**src/rtl/tsat_pkg.sv**
```systemverilog
// tsat_pkg: types, constants and codes shared by the tickless alarm timer
// no dependencies; imported by every module of the block

package tsat_pkg;

    localparam int CNT_W  = 32;
    localparam int OUT_W  = 32;
    localparam int MIN_W  = 8;
    localparam int DATA_W = 32;
    localparam int ADDR_W = 3;

    typedef enum logic [1:0] {
        OP_TICK        = 2'd0,
        OP_SET_TIMEOUT = 2'd1,
        OP_SERVICE     = 2'd2,
        OP_UNUSED      = 2'd3
    } op_t;

    // register index, taken from paddr[2]
    localparam logic REG_TICKLESS_EN = 1'b0;
    localparam logic REG_MIN_TIMEOUT = 1'b1;

    localparam logic             TICKLESS_EN_RST = 1'b1;
    localparam logic [MIN_W-1:0] MIN_TIMEOUT_RST = MIN_W'(3);

    typedef struct packed {
        op_t                opcode;
        logic signed [31:0] ticks;
    } item_t;

    typedef struct packed {
        logic             announce;
        logic [OUT_W-1:0] announce_ticks;
        logic [OUT_W-1:0] elapsed_ticks;
        logic [OUT_W-1:0] cycle_count;
        logic             timeout_accepted;
        logic             alarm_pending_out;
    } result_t;

    typedef struct packed {
        logic             tickless_enable;
        logic [MIN_W-1:0] min_timeout;
    } cfg_t;

endpackage

```
**src/rtl/tsat_cfg.sv**
```systemverilog
// tsat_cfg: configuration registers behind the register bus port
// depends on tsat_pkg

module tsat_cfg (
    input  logic                        clk,
    input  logic                        rst_n,
    input  logic                        psel,
    input  logic                        penable,
    input  logic                        pwrite,
    input  logic [tsat_pkg::ADDR_W-1:0] paddr,
    input  logic [tsat_pkg::DATA_W-1:0] pwdata,
    output logic [tsat_pkg::DATA_W-1:0] prdata,
    output logic                        pready,
    output tsat_pkg::cfg_t              cfg
);
    import tsat_pkg::*;

    logic             tickless_en_reg;
    logic [MIN_W-1:0] min_timeout_reg;
    logic             wr_en;
    logic             reg_idx;

    assign pready  = 1'b1;
    assign wr_en   = psel && penable && pwrite;
    assign reg_idx = paddr[2];

    always_ff @(posedge clk or negedge rst_n)
    begin
        if (!rst_n)
        begin
            tickless_en_reg <= TICKLESS_EN_RST;
            min_timeout_reg <= MIN_TIMEOUT_RST;
        end
        else if (wr_en)
        begin
            unique case (reg_idx)
                REG_TICKLESS_EN: tickless_en_reg <= pwdata[0];
                REG_MIN_TIMEOUT: min_timeout_reg <= pwdata[MIN_W-1:0];
                default:         ;
            endcase
        end
    end

    always_comb
    begin
        prdata = '0;
        unique case (reg_idx)
            REG_TICKLESS_EN: prdata = DATA_W'(tickless_en_reg);
            REG_MIN_TIMEOUT: prdata = DATA_W'(min_timeout_reg);
            default:         prdata = '0;
        endcase
    end

    assign cfg.tickless_enable = tickless_en_reg;
    assign cfg.min_timeout     = min_timeout_reg;

endmodule

```
**src/rtl/tsat_core.sv**
```systemverilog
// tsat_core: counter, announce point and alarm state with the per-beat update logic
// depends on tsat_pkg

module tsat_core (
    input  logic              clk,
    input  logic              rst_n,
    input  logic              fire,
    input  tsat_pkg::item_t   item,
    input  tsat_pkg::cfg_t    cfg,
    output tsat_pkg::result_t result
);
    import tsat_pkg::*;

    logic [CNT_W-1:0] counter_reg, counter_next;
    logic [CNT_W-1:0] ann_point_reg, ann_point_next;
    logic [CNT_W-1:0] compare_reg, compare_next;
    logic             armed_reg, armed_next;
    logic             pending_reg, pending_next;

    logic [CNT_W-1:0] cnt_dec;
    logic [CNT_W-1:0] gap_now;
    logic [CNT_W-1:0] gap_after;
    logic [CNT_W-1:0] min_ext;
    logic [31:0]      min_req;
    logic [31:0]      req;
    logic [31:0]      span;
    logic             refuse;
    logic             announce;
    logic             accepted;

    function automatic logic [CNT_W-1:0] abs_gap(input logic [CNT_W-1:0] a,
                                                 input logic [CNT_W-1:0] b);
        return (a >= b) ? (a - b) : (b - a);
    endfunction

    always_comb
    begin
        cnt_dec = counter_reg - CNT_W'(1);
        gap_now = abs_gap(ann_point_reg, counter_reg);
        min_ext = CNT_W'(cfg.min_timeout);
        min_req = 32'(cfg.min_timeout);
        req     = unsigned'(item.ticks);
        span    = (req < min_req) ? min_req : req;
        refuse  = pending_reg && (gap_now < min_ext);

        counter_next   = counter_reg;
        ann_point_next = ann_point_reg;
        compare_next   = compare_reg;
        armed_next     = armed_reg;
        pending_next   = pending_reg;
        announce       = 1'b0;
        accepted       = 1'b0;

        unique case (item.opcode)
            OP_TICK:
            begin
                counter_next = cnt_dec;
                if (armed_reg && (cnt_dec == compare_reg))
                begin
                    pending_next = 1'b1;
                end
            end
            OP_SET_TIMEOUT:
            begin
                if (cfg.tickless_enable && !refuse)
                begin
                    compare_next = counter_reg - CNT_W'(span);
                    armed_next   = 1'b1;
                    pending_next = 1'b0;
                    accepted     = 1'b1;
                end
            end
            OP_SERVICE:
            begin
                if (pending_reg)
                begin
                    pending_next   = 1'b0;
                    ann_point_next = counter_reg;
                    announce       = 1'b1;
                end
            end
            OP_UNUSED: ;
            default:   ;
        endcase

        gap_after = abs_gap(ann_point_next, counter_next);

        result.announce          = announce;
        result.announce_ticks    = announce ? OUT_W'(gap_now) : '0;
        result.elapsed_ticks     = cfg.tickless_enable ? OUT_W'(gap_after) : '0;
        result.cycle_count       = OUT_W'(~counter_next);
        result.timeout_accepted  = accepted;
        result.alarm_pending_out = pending_next;
    end

    always_ff @(posedge clk or negedge rst_n)
    begin
        if (!rst_n)
        begin
            counter_reg   <= '1;
            ann_point_reg <= '1;
            compare_reg   <= '0;
            armed_reg     <= 1'b0;
            pending_reg   <= 1'b0;
        end
        else if (fire)
        begin
            counter_reg   <= counter_next;
            ann_point_reg <= ann_point_next;
            compare_reg   <= compare_next;
            armed_reg     <= armed_next;
            pending_reg   <= pending_next;
        end
    end

endmodule

```
**src/rtl/tickless_subsecond_alarm_timer.sv**
```systemverilog
// tickless_subsecond_alarm_timer: top level, input and result registers around the core
// depends on tsat_pkg, tsat_cfg, tsat_core
//
//   channel   direction  handshake                  payload
//   item      in         item_valid / item_stall    item (item_t)
//   result    out        result_valid / result_stall result (result_t)
//   config    in         psel penable pwrite pready paddr pwdata prdata
//
// one beat per cycle when nothing stalls; a taken item beat goes through the input register, then the result register
// the core state updates as a beat leaves the input register into the result register
// a result waiting under stall holds one more beat in the input register, then item_stall rises
// reset clears the state at once, no clearing pass

module tickless_subsecond_alarm_timer (
    input  logic                        clk,
    input  logic                        rst_n,
    input  logic                        item_valid,
    output logic                        item_stall,
    input  tsat_pkg::item_t             item,
    output logic                        result_valid,
    input  logic                        result_stall,
    output tsat_pkg::result_t           result,
    input  logic                        psel,
    input  logic                        penable,
    input  logic                        pwrite,
    input  logic [tsat_pkg::ADDR_W-1:0] paddr,
    input  logic [tsat_pkg::DATA_W-1:0] pwdata,
    output logic [tsat_pkg::DATA_W-1:0] prdata,
    output logic                        pready
);
    import tsat_pkg::*;

    cfg_t    cfg;
    item_t   item_reg;
    logic    item_valid_reg;
    result_t result_reg;
    result_t core_result;
    logic    result_valid_reg;
    logic    advance;
    logic    fire;

    assign advance    = !result_valid_reg || !result_stall;
    assign fire       = item_valid_reg && advance;
    assign item_stall = item_valid_reg && !advance;

    tsat_cfg u_cfg (
        .clk     (clk),
        .rst_n   (rst_n),
        .psel    (psel),
        .penable (penable),
        .pwrite  (pwrite),
        .paddr   (paddr),
        .pwdata  (pwdata),
        .prdata  (prdata),
        .pready  (pready),
        .cfg     (cfg)
    );

    tsat_core u_core (
        .clk    (clk),
        .rst_n  (rst_n),
        .fire   (fire),
        .item   (item_reg),
        .cfg    (cfg),
        .result (core_result)
    );

    // input register
    always_ff @(posedge clk or negedge rst_n)
    begin
        if (!rst_n)
        begin
            item_valid_reg <= 1'b0;
        end
        else if (!item_stall)
        begin
            item_valid_reg <= item_valid;
        end
    end

    always_ff @(posedge clk)
    begin
        if (!item_stall && item_valid)
        begin
            item_reg <= item;
        end
    end

    // result register
    always_ff @(posedge clk or negedge rst_n)
    begin
        if (!rst_n)
        begin
            result_valid_reg <= 1'b0;
        end
        else if (advance)
        begin
            result_valid_reg <= item_valid_reg;
        end
    end

    always_ff @(posedge clk)
    begin
        if (fire)
        begin
            result_reg <= core_result;
        end
    end

    assign result_valid = result_valid_reg;
    assign result       = result_reg;

endmodule
```
**config.mk**
```make
export PLATFORM = sky130hd
export DESIGN_NAME = tickless_subsecond_alarm_timer
export DESIGN_NICKNAME = d
export VERILOG_FILES = /design/src/rtl/tsat_pkg.sv /design/src/rtl/tsat_cfg.sv /design/src/rtl/tsat_core.sv /design/src/rtl/tickless_subsecond_alarm_timer.sv
export SDC_FILE = /design/constraint.sdc
export NUM_CORES = 1
export LEC_CHECK = 0
export BUFFER_PORTS_ARGS = -buffer_cell sky130_fd_sc_hd__clkbuf_2
export CORE_ASPECT_RATIO = 1.25
export CORE_UTILIZATION = 40
export CTS_CLUSTER_SIZE = 40
export DETAILED_ROUTE_END_ITERATION = 10
export GPL_TIMING_DRIVEN = 0
export SETUP_SLACK_MARGIN = 0.3
export SYNTH_ARGS = -nofsm -noshare
export SYNTH_HDL_FRONTEND = slang
export SYNTH_SLANG_ARGS = --single-unit
```
**constraint.sdc**
```tcl
create_clock -name clk -period 12.1 [get_ports clk]
set_clock_uncertainty 0.1 [all_clocks]
set_input_delay 2.42 -clock clk [delete_from_list [all_inputs] [get_ports clk]]
set_output_delay 2.42 -clock clk [all_outputs]
set_load 0.1 [all_outputs]
```
==> results.cfg <==
[clock_network]
cts_tree = done
post_cts.repair.setup_buffers = 0
cts_buffers = 29
h-tree-depth = 1
clkTransAtPathRegs_ns = 0.06
clk_path_buf_depth = 3
cts-hold-fix-buffers = 0
cts_resized = 0
cts.sinks = 242
cts_root_buffer = clkbuf_16
clock_latency_ns = 0.59

[yosys]
ys_warn_count = 0
synth_top_cell_by_area = edfxtp_1
syn_inst = 2230
yosysMostFrequentCell = a21oi_1
avgSynthCellArea_um2 = 8.962
netlist_area_um2 = 19990
synth-seq-cells = 242
yosys-top-cells-area = edfxtp_1, ha_1, dfstp_2
async_flop_share_pct = 45.04
synthFlopType = edfxtp_1
yosys.cell_types.count = 92
synth_edf_count = 133
ys_top_cells_by_count = a21oi_1, inv_1, nor2_1
seq_area_frac_synth_pct = 34.05
synth_top_area_share_pct = 19.98

[global_route]
grt_max_degree = 110
grt_pass1_vias = 16830
antenna_found_initial = 0
grt_util_all_layers_pct = 26.29
grt-ovfl-total = 0
grt_pass1_wl_um = 100700

[worst_setup_path]
cp-endpoint = u_core.compare_reg[29]
crit_buf_inv = 4
path_max_fanout = 10
path_cells = inv_1 -> fa_1 -> a211oi_1 -> o21bai_1 -> o21ai_1 -> o21ai_1 -> o21ai_4 -> buf_2 -> buf_1 -> mux2_2 -> ha_1 -> a21oi_1 -> nor2b_1 -> o21ai_0 -> a21oi_1 -> o21a_1 -> o21ai_0 -> nand4b_1 -> nor4_1 -> nand4_1 -> nand3_4 -> buf_12 -> mux2_4
crit_slowest_cell = nor4_1
cpLargestDelayFamily = simple AND/OR/NAND/NOR gates
reg2reg_to = u_core.compare_reg[29]
crit_arrival_ns = 8.65
worstSetupEndpointType = flip-flop
max_stage_delay_ns = 0.88
reg2reg_from = u_core.counter_reg[1]
ff2ff_path_depth = 23
crit_path_start = u_core.counter_reg[1]
startpoint_type = flip-flop
worstSetupPathType = reg -> reg
path_depth = 23
cp.required_ns = 12.46
reg2reg_slack_ns = 3.81

[die]
die_area_um2 = 50870
num_rows = 91
die_y_um = 251.9
io_pins = 210
die_w_um = 201.9
core_area_um2 = 49300
start_util_pct = 40.54

[power_and_ir_drop]
power_density_nw_per_um2 = 207.9
ir_drop_mv = 0.1254
leakage_nw = 10.27

[routing]
drtIter0Drc = 947
drtPass1Iterations = 6
vias = 16840
drc_errors = 0
routed_wl_um = 67760
antenna_left = 0
wire_per_inst_um = 21.75
via_per_inst = 5.406

[layout]
fin_nets = 2695
fin_util_pct = 46.00
antennaDiodeCount = 0
largest_reg_flops = 99
drive_above_1_share_pct = 17.00
syn_to_final_growth_pct = 13.47
instances_no_fill = 3115

[timing]
hold_viol = 0
period_minus_slack_ns = 8.291
fin_tns_setup_ns = 0
worstMarginPinSlew_ns = 1.010
final-setup-viol-count = 0
rsz0062_at_grt = false
final-max-slew-violation-count = 0
fin_crit_sh_pct = 68.52
slew-limit-headroom_pct = 32.66
fmax_mhz = 120.6

[placed_design]
portBuffers = 157
place.gp.congestion = 0.9891
place_hpwl_um = 56550
place_inst = 3062

[status]
status = finished clean

[worst_hold_path]
hold_path.class = reg -> reg

[run]
cap_violations = 0
-- metrics by stage --
| stage | setup WS [ns] | hold slack, ns | power [mW] | cell area [um^2] |
|---|---|---|---|---|
| floorplan | 6.164 | 0.3343 | 3.150 | 20070 |
| global placement | 3.793 | 0.3506 | 3.785 | 21670 |
| detailed placement | 3.857 | 0.3521 | 3.810 | 21710 |
| CTS | 3.797 | 0.3711 | 4.731 | 22680 |
| global route | 3.628 | 0.3948 | 4.995 | 22680 |
| finish | 3.809 | 0.3708 | 4.714 | 22680 |
-- final cells by class --
| class | count | area (um^2) |
|---|---|---|
| fillers | 4892 | 26620 |
| repair buffers | 158 | 822.0 |
| plain buffers | 128 | 714.4 |
| well taps | 651 | 814.5 |
| flip-flops and latches | 242 | 6805 |
| inverters | 205 | 772.0 |
| clock inverters | 23 | 236.5 |
| clock buffers | 30 | 729.5 |
| multi-input cells | 1678 | 11780 |
-- worst reg2reg max path: stages (launching register included) --
cell and delay, ns:
dfstp_2 0.66, inv_1 0.24, fa_1 0.50, a211oi_1 0.28, o21bai_1 0.19, o21ai_1 0.49, o21ai_1 0.22, o21ai_4 0.26
buf_2 0.39, buf_1 0.48, mux2_2 0.44, ha_1 0.29, a21oi_1 0.12, nor2b_1 0.05, o21ai_0 0.14, a21oi_1 0.10
o21a_1 0.18, o21ai_0 0.16, nand4b_1 0.24, nor4_1 0.88, nand4_1 0.73, nand3_4 0.49, buf_12 0.21, mux2_4 0.31
-- how the worst min path moves through the flow --
stage                           startpoint               end  slack (ns)  depth (start not counted)
after floorplan           u_core.armed_reg  u_core.armed_reg        0.33                          1
after global placement    u_core.armed_reg  u_core.armed_reg        0.35                          1
after detailed placement  u_core.armed_reg  u_core.armed_reg        0.35                          1
after CTS                 u_core.armed_reg  u_core.armed_reg        0.37                          1
after global routing      u_core.armed_reg  u_core.armed_reg        0.39                          1
final                     u_core.armed_reg  u_core.armed_reg        0.37                          1
-- routing by layer --
metal	global-route usage [%]	routed length [um]	share of wire, %
met2	46.49	33410	49
met3	2.338	2470	3.6
met1	31.89	28400	42
met4	12.94	3479	5.1
met5	0	0	0
-- cell families after synthesis --
kind of cell / Yosys count / synth area share (%)
AO/OA/AOI/OAI: 615 / 19.31
AND/OR/NAND/NOR: 583 / 14.40
buffers and inverters: 333 / 7.425
flip-flops: 242 / 34.05
XOR/XNOR: 189 / 8.283
adder cells (fa/ha/maj): 177 / 11.27
multiplexers: 89 / 5.228
other: 2 / 0.03758
-- report_power, final --
| group | switching (mW) | leakage (nW) | internal [mW] |
|---|---|---|---|
| combinational | 1.72 | 7.35 | 0.866 |
| clock | 0.380 | 0.465 | 0.524 |
| sequential | 0.134 | 2.45 | 1.09 |
| total | 2.23 | 10.3 | 2.48 |
-- cell usage in the layout, fill, tap and decap left out, types with 11 or more instances in the layout --
| cell type | synthesis | final |
|---|---|---|
| a31oi_1 | 18 | 18 |
| nand3_1 | 37 | 37 |
| nor2_1 | 173 | 173 |
| buf_2 | 22 | 22 |
| and2_1 | 56 | 55 |
| nand4_1 | 49 | 49 |
| conb_1 | 2 | 25 |
| a21oi_1 | 216 | 216 |
| clkbuf_1 | 55 | 56 |
| mux2_4 | 26 | 26 |
| nand2_1 | 144 | 144 |
| a21o_1 | 79 | 79 |
| inv_1 | 202 | 201 |
| buf_4 | 32 | 32 |
| a211oi_1 | 19 | 19 |
| o21ai_0 | 125 | 125 |
| nand2b_1 | 16 | 16 |
| mux2i_1 | 44 | 44 |
| clkbuf_16 | 0 | 29 |
| o21bai_1 | 46 | 46 |
| nor4_1 | 17 | 17 |
| ha_1 | 172 | 172 |
| nor2b_1 | 15 | 15 |
| edfxtp_1 | 133 | 133 |
| mux2_2 | 19 | 19 |
| o21ai_1 | 13 | 13 |
| o21a_1 | 11 | 11 |
| dfstp_2 | 67 | 67 |
| o211ai_1 | 12 | 12 |
| clkbuf_2 | 0 | 156 |
| xnor2_1 | 155 | 155 |
| buf_1 | 11 | 11 |
| xor2_1 | 34 | 34 |
| nor3_1 | 30 | 30 |
| dfrtp_1 | 42 | 42 |
(Power assumes the default switching activity.)
